## src/wrs_pkg.sv

```systemverilog
// ----------------------------------------------------------------------------
// wrs_pkg: shared types and constants for the word replace stream filter
// Character and length widths, register indexes, separator decode, the
// command format passed from the front end to the back end.
// ----------------------------------------------------------------------------
package wrs_pkg;

    localparam int CHAR_W         = 8;
    localparam int LEN_W          = 4;
    localparam int WORD_W         = 64;
    localparam int BYTE_IDX_W     = 3;
    localparam int CFG_IDX_W      = 8;
    localparam int MAX_WORD_DEF   = 8;
    localparam int FIFO_DEPTH_DEF = 2;

    // configuration register indexes
    typedef enum logic [CFG_IDX_W-1:0] {
        REG_FIND_WORD    = 8'd0,
        REG_FIND_LEN     = 8'd1,
        REG_REPLACE_WORD = 8'd2,
        REG_REPLACE_LEN  = 8'd3
    } cfg_reg_t;

    // word separators
    localparam logic [CHAR_W-1:0] CH_UNDERSCORE = 8'h5F;
    localparam logic [CHAR_W-1:0] CH_SPACE      = 8'h20;
    localparam logic [CHAR_W-1:0] CH_COMMA      = 8'h2C;
    localparam logic [CHAR_W-1:0] CH_PERIOD     = 8'h2E;
    localparam logic [CHAR_W-1:0] CH_LESS       = 8'h3C;
    localparam logic [CHAR_W-1:0] CH_GREATER    = 8'h3E;
    localparam logic [CHAR_W-1:0] CH_LPAREN     = 8'h28;
    localparam logic [CHAR_W-1:0] CH_RPAREN     = 8'h29;
    localparam logic [CHAR_W-1:0] CH_QUOTE      = 8'h22;
    localparam logic [CHAR_W-1:0] CH_NUL        = 8'h00;

    typedef struct packed {
        logic [WORD_W-1:0] find_word;
        logic [LEN_W-1:0]  find_len;
        logic [WORD_W-1:0] replace_word;
        logic [LEN_W-1:0]  replace_len;
    } cfg_t;

    // one request for the back end: a prefix of a word, then one tail result
    typedef struct packed {
        logic              use_repl;
        logic [LEN_W-1:0]  pre_len;
        logic [CHAR_W-1:0] tail_char;
        logic              tail_le;
    } cmd_t;

    function automatic logic is_sep(input logic [CHAR_W-1:0] c);
        logic r;
        unique case (c) inside
            CH_UNDERSCORE, CH_SPACE, CH_COMMA, CH_PERIOD, CH_LESS,
            CH_GREATER, CH_LPAREN, CH_RPAREN, CH_QUOTE: r = 1'b1;
            default: r = 1'b0;
        endcase
        return r;
    endfunction

    function automatic logic [LEN_W-1:0] clamp_len(input logic [LEN_W-1:0] n,
                                                   input logic [LEN_W-1:0] lim);
        return (n > lim) ? lim : n;
    endfunction

    function automatic logic [CHAR_W-1:0] byte_of(input logic [WORD_W-1:0] w,
                                                  input logic [BYTE_IDX_W-1:0] i);
        return w[CHAR_W*i +: CHAR_W];
    endfunction

endpackage

```

## src/wrs_if.sv

```systemverilog
// ----------------------------------------------------------------------------
// wrs interfaces: valid/ready channels of the word replace stream filter
// Text input channel, result output channel and configuration write channel.
// ----------------------------------------------------------------------------
interface wrs_text_if;
    logic                      valid;
    logic                      ready;
    logic [wrs_pkg::CHAR_W-1:0] char_in;
    logic                      line_end;

    modport source (output valid, output char_in, output line_end, input ready);
    modport sink   (input valid, input char_in, input line_end, output ready);
endinterface

interface wrs_result_if;
    logic                      valid;
    logic                      ready;
    logic [wrs_pkg::CHAR_W-1:0] char_out;
    logic                      line_end_out;
    logic                      last;

    modport source (output valid, output char_out, output line_end_out,
                    output last, input ready);
    modport sink   (input valid, input char_out, input line_end_out,
                    input last, output ready);
endinterface

interface wrs_cfg_if;
    logic                         valid;
    logic                         ready;
    logic [wrs_pkg::CFG_IDX_W-1:0] index;
    logic [wrs_pkg::WORD_W-1:0]    data;

    modport source (output valid, output index, output data, input ready);
    modport sink   (input valid, input index, input data, output ready);
endinterface

```

## src/wrs_front.sv

```systemverilog
// ----------------------------------------------------------------------------
// wrs_front: input classification and word match tracking
// Holds the configuration registers, tracks how many characters of the
// current word match the search word, and issues output requests.
// ----------------------------------------------------------------------------
module wrs_front #(
    parameter int MAX_WORD = wrs_pkg::MAX_WORD_DEF
) (
    input  logic                 clk,
    input  logic                 rst_n,
    wrs_text_if.sink             text,
    wrs_cfg_if.sink              cfg,
    input  logic                 push_ready,
    output logic                 push_valid,
    output wrs_pkg::cmd_t        push_data,
    output wrs_pkg::cfg_t        cfg_regs
);

    wrs_pkg::cfg_t                 cfg_reg;
    logic [wrs_pkg::LEN_W-1:0]     held_reg, held_next;
    logic                          pass_reg, pass_next;
    logic [wrs_pkg::LEN_W-1:0]     flen, rlen;
    logic                          accept;
    logic                          fin_repl;
    logic [wrs_pkg::LEN_W-1:0]     fin_len;
    logic [wrs_pkg::CHAR_W-1:0]    want_char;

    assign cfg.ready   = 1'b1;
    assign text.ready  = push_ready;
    assign accept      = text.valid && text.ready;
    assign cfg_regs    = cfg_reg;

    // clamped lengths
    assign flen = wrs_pkg::clamp_len(cfg_reg.find_len, wrs_pkg::LEN_W'(MAX_WORD));
    assign rlen = wrs_pkg::clamp_len(cfg_reg.replace_len, wrs_pkg::LEN_W'(MAX_WORD));

    // configuration registers
    always_ff @(posedge clk or negedge rst_n)
    begin
        if (!rst_n)
        begin
            cfg_reg.find_word    <= '0;
            cfg_reg.find_len     <= wrs_pkg::LEN_W'(1);
            cfg_reg.replace_word <= '0;
            cfg_reg.replace_len  <= '0;
        end
        else if (cfg.valid && cfg.ready)
        begin
            case (cfg.index)
                wrs_pkg::REG_FIND_WORD:    cfg_reg.find_word    <= cfg.data;
                wrs_pkg::REG_FIND_LEN:     cfg_reg.find_len     <= cfg.data[wrs_pkg::LEN_W-1:0];
                wrs_pkg::REG_REPLACE_WORD: cfg_reg.replace_word <= cfg.data;
                wrs_pkg::REG_REPLACE_LEN:  cfg_reg.replace_len  <= cfg.data[wrs_pkg::LEN_W-1:0];
                default: ;
            endcase
        end
    end

    // what a word end releases: replacement, held prefix or nothing
    always_comb
    begin
        fin_repl = 1'b0;
        fin_len  = '0;
        if (!pass_reg && held_reg != '0)
        begin
            if (held_reg == flen)
            begin
                fin_repl = 1'b1;
                fin_len  = rlen;
            end
            else
            begin
                fin_len = held_reg;
            end
        end
    end

    assign want_char = wrs_pkg::byte_of(cfg_reg.find_word,
                                        held_reg[wrs_pkg::BYTE_IDX_W-1:0]);

    // classify the accepted character
    always_comb
    begin
        push_valid          = 1'b0;
        push_data.use_repl  = 1'b0;
        push_data.pre_len   = '0;
        push_data.tail_char = text.char_in;
        push_data.tail_le   = 1'b0;
        held_next           = held_reg;
        pass_next           = pass_reg;
        if (accept)
        begin
            if (text.line_end)
            begin
                push_valid          = 1'b1;
                push_data.use_repl  = fin_repl;
                push_data.pre_len   = fin_len;
                push_data.tail_char = wrs_pkg::CH_NUL;
                push_data.tail_le   = 1'b1;
                held_next           = '0;
                pass_next           = 1'b0;
            end
            else if (wrs_pkg::is_sep(text.char_in))
            begin
                push_valid         = 1'b1;
                push_data.use_repl = fin_repl;
                push_data.pre_len  = fin_len;
                held_next          = '0;
                pass_next          = 1'b0;
            end
            else if (pass_reg)
            begin
                push_valid = 1'b1;
            end
            else if (held_reg < flen && text.char_in == want_char)
            begin
                held_next = held_reg + wrs_pkg::LEN_W'(1);
            end
            else
            begin
                // mismatch: release the held prefix, word passes from here on
                push_valid        = 1'b1;
                push_data.pre_len = held_reg;
                held_next         = '0;
                pass_next         = 1'b1;
            end
        end
    end

    // word state
    always_ff @(posedge clk or negedge rst_n)
    begin
        if (!rst_n)
        begin
            held_reg <= '0;
            pass_reg <= 1'b0;
        end
        else
        begin
            held_reg <= held_next;
            pass_reg <= pass_next;
        end
    end

endmodule

```

## src/wrs_cmd_fifo.sv

```systemverilog
// ----------------------------------------------------------------------------
// wrs_cmd_fifo: short request queue between front end and back end
// Small circular buffer; push when not full, pop when not empty.
// ----------------------------------------------------------------------------
module wrs_cmd_fifo #(
    parameter int DEPTH = wrs_pkg::FIFO_DEPTH_DEF
) (
    input  logic          clk,
    input  logic          rst_n,
    input  logic          push_valid,
    input  wrs_pkg::cmd_t push_data,
    output logic          push_ready,
    output logic          pop_valid,
    output wrs_pkg::cmd_t pop_data,
    input  logic          pop_ready
);

    localparam int PTR_W = (DEPTH > 1) ? $clog2(DEPTH) : 1;
    localparam int CNT_W = $clog2(DEPTH + 1);

    wrs_pkg::cmd_t     entry_reg [DEPTH];
    logic [PTR_W-1:0]  wr_ptr_reg, rd_ptr_reg;
    logic [CNT_W-1:0]  count_reg;
    logic              do_push, do_pop;

    assign push_ready = count_reg != CNT_W'(DEPTH);
    assign pop_valid  = count_reg != '0;
    assign pop_data   = entry_reg[rd_ptr_reg];
    assign do_push    = push_valid && push_ready;
    assign do_pop     = pop_valid && pop_ready;

    // storage
    always_ff @(posedge clk)
    begin
        if (do_push)
            entry_reg[wr_ptr_reg] <= push_data;
    end

    // pointers and fill count
    always_ff @(posedge clk or negedge rst_n)
    begin
        if (!rst_n)
        begin
            wr_ptr_reg <= '0;
            rd_ptr_reg <= '0;
            count_reg  <= '0;
        end
        else
        begin
            if (do_push)
                wr_ptr_reg <= (wr_ptr_reg == PTR_W'(DEPTH - 1)) ? '0
                              : wr_ptr_reg + PTR_W'(1);
            if (do_pop)
                rd_ptr_reg <= (rd_ptr_reg == PTR_W'(DEPTH - 1)) ? '0
                              : rd_ptr_reg + PTR_W'(1);
            if (do_push && !do_pop)
                count_reg <= count_reg + CNT_W'(1);
            else if (do_pop && !do_push)
                count_reg <= count_reg - CNT_W'(1);
        end
    end

endmodule

```

## src/wrs_back.sv

```systemverilog
// ----------------------------------------------------------------------------
// wrs_back: result sequencer
// Expands one request into its prefix characters and a tail result, one result
// per cycle while the result channel is not stalled, through a registered output stage.
// ----------------------------------------------------------------------------
module wrs_back (
    input  logic          clk,
    input  logic          rst_n,
    input  wrs_pkg::cfg_t cfg_regs,
    input  logic          pop_valid,
    input  wrs_pkg::cmd_t pop_data,
    output logic          pop_ready,
    wrs_result_if.source  result
);

    wrs_pkg::cmd_t              cmd_reg;
    logic                       busy_reg;
    logic [wrs_pkg::LEN_W-1:0]  idx_reg;
    logic                       out_valid_reg;
    logic [wrs_pkg::CHAR_W-1:0] out_char_reg;
    logic                       out_le_reg;
    logic                       out_last_reg;
    logic                       can_emit, in_prefix, tail_emit;
    logic [wrs_pkg::WORD_W-1:0] src_word;
    logic [wrs_pkg::CHAR_W-1:0] pre_char;

    assign can_emit  = busy_reg && (!out_valid_reg || result.ready);
    assign in_prefix = idx_reg < cmd_reg.pre_len;
    assign tail_emit = can_emit && !in_prefix;
    assign pop_ready = !busy_reg || tail_emit;
    assign src_word  = cmd_reg.use_repl ? cfg_regs.replace_word : cfg_regs.find_word;
    assign pre_char  = wrs_pkg::byte_of(src_word, idx_reg[wrs_pkg::BYTE_IDX_W-1:0]);

    // request sequencing
    always_ff @(posedge clk or negedge rst_n)
    begin
        if (!rst_n)
        begin
            busy_reg <= 1'b0;
            idx_reg  <= '0;
        end
        else if (pop_valid && pop_ready)
        begin
            busy_reg <= 1'b1;
            idx_reg  <= '0;
        end
        else if (tail_emit)
        begin
            busy_reg <= 1'b0;
        end
        else if (can_emit)
        begin
            idx_reg <= idx_reg + wrs_pkg::LEN_W'(1);
        end
    end

    always_ff @(posedge clk)
    begin
        if (pop_valid && pop_ready)
            cmd_reg <= pop_data;
    end

    // output stage valid
    always_ff @(posedge clk or negedge rst_n)
    begin
        if (!rst_n)
            out_valid_reg <= 1'b0;
        else if (can_emit)
            out_valid_reg <= 1'b1;
        else if (result.ready)
            out_valid_reg <= 1'b0;
    end

    // output stage payload
    always_ff @(posedge clk)
    begin
        if (can_emit)
        begin
            if (in_prefix)
            begin
                out_char_reg <= pre_char;
                out_le_reg   <= 1'b0;
                out_last_reg <= 1'b0;
            end
            else
            begin
                out_char_reg <= cmd_reg.tail_char;
                out_le_reg   <= cmd_reg.tail_le;
                out_last_reg <= 1'b1;
            end
        end
    end

    assign result.valid        = out_valid_reg;
    assign result.char_out     = out_char_reg;
    assign result.line_end_out = out_le_reg;
    assign result.last         = out_last_reg;

endmodule

```

## src/word_replace_stream_filter.sv

```systemverilog
// An accepted item passes the queue entry, the back end request register and
// the output register before its first result appears. An item that extends
// a matching word gives nothing; one releasing held or replacement characters keeps
// the back end sequencer busy through them and the tail; input stalls once the 2-entry queue fills.
// Reset: rst_n clears word state, queue and output valid; registers take
// find_len 1, other registers 0.
// ----------------------------------------------------------------------------
// word_replace_stream_filter: whole-word find and replace on a text stream
// Front end tracks word matches, a short queue decouples it from the back
// end that writes out held characters, replacements and pass-through text.
// ----------------------------------------------------------------------------
module word_replace_stream_filter #(
    parameter int MAX_WORD   = wrs_pkg::MAX_WORD_DEF,
    parameter int FIFO_DEPTH = wrs_pkg::FIFO_DEPTH_DEF
) (
    input  logic         clk,
    input  logic         rst_n,
    wrs_text_if.sink     text,
    wrs_cfg_if.sink      cfg,
    wrs_result_if.source result
);

    logic          push_valid, push_ready;
    wrs_pkg::cmd_t push_data;
    logic          pop_valid, pop_ready;
    wrs_pkg::cmd_t pop_data;
    wrs_pkg::cfg_t cfg_regs;

    wrs_front #(
        .MAX_WORD (MAX_WORD)
    ) u_front (
        .clk        (clk),
        .rst_n      (rst_n),
        .text       (text),
        .cfg        (cfg),
        .push_ready (push_ready),
        .push_valid (push_valid),
        .push_data  (push_data),
        .cfg_regs   (cfg_regs)
    );

    wrs_cmd_fifo #(
        .DEPTH (FIFO_DEPTH)
    ) u_fifo (
        .clk        (clk),
        .rst_n      (rst_n),
        .push_valid (push_valid),
        .push_data  (push_data),
        .push_ready (push_ready),
        .pop_valid  (pop_valid),
        .pop_data   (pop_data),
        .pop_ready  (pop_ready)
    );

    wrs_back u_back (
        .clk       (clk),
        .rst_n     (rst_n),
        .cfg_regs  (cfg_regs),
        .pop_valid (pop_valid),
        .pop_data  (pop_data),
        .pop_ready (pop_ready),
        .result    (result)
    );

endmodule

```

## src/flat_wrapper.sv

```systemverilog
// flat-port wrapper written by rule: the top's interface ports become plain ports
module word_replace_stream_filter_flat 
#(
    parameter int MAX_WORD   = wrs_pkg::MAX_WORD_DEF,
    parameter int FIFO_DEPTH = wrs_pkg::FIFO_DEPTH_DEF
)
  (clk, rst_n, text_valid, text_char_in, text_line_end, text_ready, cfg_valid, cfg_index, cfg_data, cfg_ready, result_valid, result_char_out, result_line_end_out, result_last, result_ready);
  wrs_text_if text_i ();
  wrs_cfg_if cfg_i ();
  wrs_result_if result_i ();
  input  logic clk;
  input  logic rst_n;
  input wire logic [$bits(text_i.valid)-1:0] text_valid;
  input wire logic [$bits(text_i.char_in)-1:0] text_char_in;
  input wire logic [$bits(text_i.line_end)-1:0] text_line_end;
  output wire logic [$bits(text_i.ready)-1:0] text_ready;
  input wire logic [$bits(cfg_i.valid)-1:0] cfg_valid;
  input wire logic [$bits(cfg_i.index)-1:0] cfg_index;
  input wire logic [$bits(cfg_i.data)-1:0] cfg_data;
  output wire logic [$bits(cfg_i.ready)-1:0] cfg_ready;
  output wire logic [$bits(result_i.valid)-1:0] result_valid;
  output wire logic [$bits(result_i.char_out)-1:0] result_char_out;
  output wire logic [$bits(result_i.line_end_out)-1:0] result_line_end_out;
  output wire logic [$bits(result_i.last)-1:0] result_last;
  input wire logic [$bits(result_i.ready)-1:0] result_ready;
  assign text_i.valid = text_valid;
  assign text_i.char_in = text_char_in;
  assign text_i.line_end = text_line_end;
  assign text_ready = text_i.ready;
  assign cfg_i.valid = cfg_valid;
  assign cfg_i.index = cfg_index;
  assign cfg_i.data = cfg_data;
  assign cfg_ready = cfg_i.ready;
  assign result_valid = result_i.valid;
  assign result_char_out = result_i.char_out;
  assign result_line_end_out = result_i.line_end_out;
  assign result_last = result_i.last;
  assign result_i.ready = result_ready;
  word_replace_stream_filter #(.MAX_WORD(MAX_WORD), .FIFO_DEPTH(FIFO_DEPTH)) u_core (.clk(clk), .rst_n(rst_n), .text(text_i), .cfg(cfg_i), .result(result_i));
endmodule
```

## config.mk

```make
export PLATFORM = sky130hd
export DESIGN_NAME = word_replace_stream_filter_flat
export DESIGN_NICKNAME = d
export VERILOG_FILES = /design/src/wrs_pkg.sv /design/src/wrs_if.sv /design/src/wrs_front.sv /design/src/wrs_cmd_fifo.sv /design/src/wrs_back.sv /design/src/word_replace_stream_filter.sv /design/src/flat_wrapper.sv
export SDC_FILE = /design/constraint.sdc
export NUM_CORES = 1
export LEC_CHECK = 0
export BUFFER_PORTS_ARGS = -buffer_cell sky130_fd_sc_hd__buf_2
export CAP_MARGIN = 0
export CORE_MARGIN = 1
export CORE_UTILIZATION = 25
export CTS_CLUSTER_DIAMETER = 100
export CTS_CLUSTER_SIZE = 12
export DETAILED_ROUTE_END_ITERATION = 8
export PLACE_DENSITY = 0.46
export SLEW_MARGIN = 40
export SYNTH_ARGS = -nofsm -noshare
export SYNTH_HDL_FRONTEND = slang
export SYNTH_HIERARCHICAL = 1
export SYNTH_SLANG_ARGS = --single-unit
```

## constraint.sdc

```tcl
create_clock -name clk -period 6.1 [get_ports clk]
set_clock_uncertainty 0.15 [all_clocks]
set_input_delay 1.22 -clock clk [delete_from_list [all_inputs] [get_ports clk]]
set_output_delay 1.22 -clock clk [all_outputs]
set_load 0.01 [all_outputs]
```

==> metrics.yaml <==
run_status:
  status: "completed"
clock_network:
  cts_buffers: 20
  cts_setup_buffers: 0
  cts_tree: "done"
  clockBufferDepth: 3
  root_buffer: "clkbuf_16"
  clk_latency_ps: 500
  path_clk_slew_ps: 70
  ctsHtreeMaxLevel: 1
  cts.sinks: 203
  cts_resized: 0
  hold_buffers: 0
sta:
  hold_viol: 0
  min_period_ps: 3870
  slew_headroom_pct: 45.8
  tightest_slew_ps: 813
  fmax_ghz: 0.258
  fin_crit_sh_pct: 63.5
  whs_ps: 344
  rsz0062_at_grt: "no"
  fin_tns_setup_ps: 0
  drv_slew: 0
  final-setup-viol-count: 0
synthesis:
  syn_area_per_cell_um2: 14.8
  synth_warnings: 6
  synth_edf_count: 52
  synth_cell_types: 66
  mappedNetlistArea_um2: 9970
  ys_top_cells_by_count: "dfrtp_1, mux2_2, edfxtp_1, mux2i_1, mux4_2"
  synth_nets: 771
  synthArstFlopShare_pct: 74.4
  yosys-top-cells-area: "dfrtp_1, mux2_2, edfxtp_1"
  yosys.area.top_type: "dfrtp_1"
  ys_ff_latch: 203
  ys_seq_area_share_pct: 53.6
  netlist.area_leader.share_pct: 37.7
  synthCells: 674
  ys.flop_type: "dfrtp_1"
  synth_most_common_cell: "dfrtp_1"
die:
  fp.dieW_um: 202
  ios: 99
  die_area_um2: 40700
  core_area_um2: 39000
  rows: 72
  start_util_pct: 25.6
  dieHeight_um: 202
routing:
  dr.pass1.iters: 5
  route.detailed.wl_per_inst_um: 21.1
  final_antenna_net_count: 0
  num_vias: 5940
  drt_wl_total_um: 27200
  first_iter_violations: 365
  post-route-drc-count: 0
  vias_per_cell: 4.60
setup_path:
  start_kind: "flop"
  cp_max_fo: 25
  worst-path-buf-inv: 1
  cp_data_arrival_time_ps: 4150
  endpoint_kind: "flop"
  cp.required_ps: 6380
  crit_type: "flop to flop"
  max_stage_delay_ps: 850
  r2r_start: "u_core/u_front/held_reg[0]$_DFFE_PN0P_"
  cpLargestDelayFamily: "simple AND/OR/NAND/NOR gates"
  startpoint: "u_core/u_front/held_reg[0]$_DFFE_PN0P_"
  crit_chain: "mux4_2, mux2i_1, nand4_1, a22oi_1, nor4b_4, a31oi_1, nand2_1, inv_1, ha_1, nor2_1, xor2_1"
  cp_slowest_cell: "dfrtp_2"
global_route:
  grt_use_total_pct: 13.5
  grt_pass1_wl_um: 41200
  antenna_found_initial: 0
  grt_pass1_vias: 6266
  grt_start_max_net_pins: 91
  overflow: 0
worst_hold_path:
  hold_start: "u_core/u_fifo/wr_ptr_reg$_DFFE_PN0P_"
  worst_hold_path_type: "flop to flop"
cells_and_area:
  largest_register_ffs: 136
  area_delta_synth_final_pct: 14.9
  drive_gt1_share_pct: 42.4
  num-nets-final: 862
  final_core_util_pct: 29.4
  final_cells: 1291
  num_antenna_cells: 0
  fin_area_um2: 11500
run:
  cap_violations: 0
place:
  placed_area_um2: 10900
  hpwlAfterDp_um: 19100
  place.gp.congestion: 0.797
  portBuffers: 97
  dp.cells: 1261
power:
  vdd_ir_drop_max_v: 0.000198
  powerDensity_nw_per_um2: 343
  p_leak_nw: 5.06
-- routing by layer --
metal  global-route usage, %  wire length [µm]
met5                       0                 0
met4                    2.60               388
met3                    1.81              1160
met2                    20.6             12100
met1                    20.2             13600
-- worst paths after layout --
path | endpoint | slack, ps | cells past startpoint
worst max-delay path | u_core/u_fifo/count_reg[1]$_DFFE_PN0P_ | 2230 | 11
worst min-delay path | u_core/u_fifo/wr_ptr_reg$_DFFE_PN0P_ | 340 | 1
worst max register to register | u_core/u_fifo/count_reg[1]$_DFFE_PN0P_ | 2230 | 11
worst min register to register | u_core/u_fifo/wr_ptr_reg$_DFFE_PN0P_ | 340 | 1
max in group asynchronous | u_core/u_front/cfg_regs[68]$_DFFE_PN1P_ | 4200 | 2
min in group asynchronous | u_core/u_front/cfg_regs[23]$_DFFE_PN0P_ | 620 | 1
-- cell families after synthesis --
| logic type | after synthesis | share of synthesized area, % |
|---|---|---|
| multiplexers | 222 | 29.2 |
| flip-flops | 203 | 53.6 |
| AND/OR/NAND/NOR | 104 | 6.04 |
| AO/OA/AOI/OAI | 72 | 5.32 |
| buffers and inverters | 55 | 3.94 |
| adder cells (fa/ha/maj) | 11 | 1.38 |
| XOR/XNOR | 6 | 0.527 |
| other | 1 | 0.0376 |
-- layout by cell type, fill, tap and decap left out, types with 4 or more instances in the layout --
| master | n |
|---|---|
| mux2_2 | 141 |
| and3_1 | 6 |
| edfxtp_1 | 52 |
| a2111oi_0 | 4 |
| ha_1 | 11 |
| clkbuf_16 | 21 |
| buf_6 | 4 |
| buf_2 | 96 |
| and2_1 | 10 |
| o21ai_0 | 7 |
| nor2b_1 | 14 |
| o22ai_1 | 5 |
| mux2i_1 | 36 |
| mux4_1 | 4 |
| mux4_2 | 32 |
| a211oi_1 | 8 |
| nand2b_1 | 4 |
| a21oi_1 | 12 |
| clkbuf_1 | 9 |
| nand3_1 | 7 |
| inv_1 | 14 |
| dfrtp_1 | 149 |
| a22o_1 | 4 |
| nor2_1 | 19 |
| mux2_4 | 9 |
| nand2_1 | 18 |
| buf_4 | 6 |
| a22oi_1 | 12 |
-- power breakdown --
part	switching, mW	internal (mW)	leakage [nW]	total [mW]
logic	0.599	0.421	2.24	1.02
registers	0.129	1.64	2.55	1.77
clock network	0.516	0.626	0.269	1.14
total	1.24	2.68	5.06	3.93
-- per-stage QoR --
stage,setup WS [ps],power [mW]
floorplan,2800,2.48
detailed placement,2230,2.83
finish,2230,3.93
global route,1930,4.13
CTS,2190,3.99
global placement,2110,2.82
-- worst register-to-register path: cells and delay by family, from the launching register on --
| family | cells | cell delay, ps |
|---|---|---|
| AOI/OAI and AO/OA | 2 | 400 |
| xor gates and xnor gates | 1 | 150 |
| adders and majority gates | 1 | 320 |
| buffers and inverters | 1 | 80 |
| DFF | 1 | 850 |
| muxes | 2 | 880 |
| and+or+nand+nor | 4 | 960 |
-- layout make-up --
cell class,instances,area (µm²)
repair buffers,108,606
fillers,3967,27500
clock buffers,30,559
multi-input cells,416,4240
flip-flops and latches,203,5340
well taps,518,648
inverters,16,61.3
Note: power is estimated with default switching activity, not from simulation.
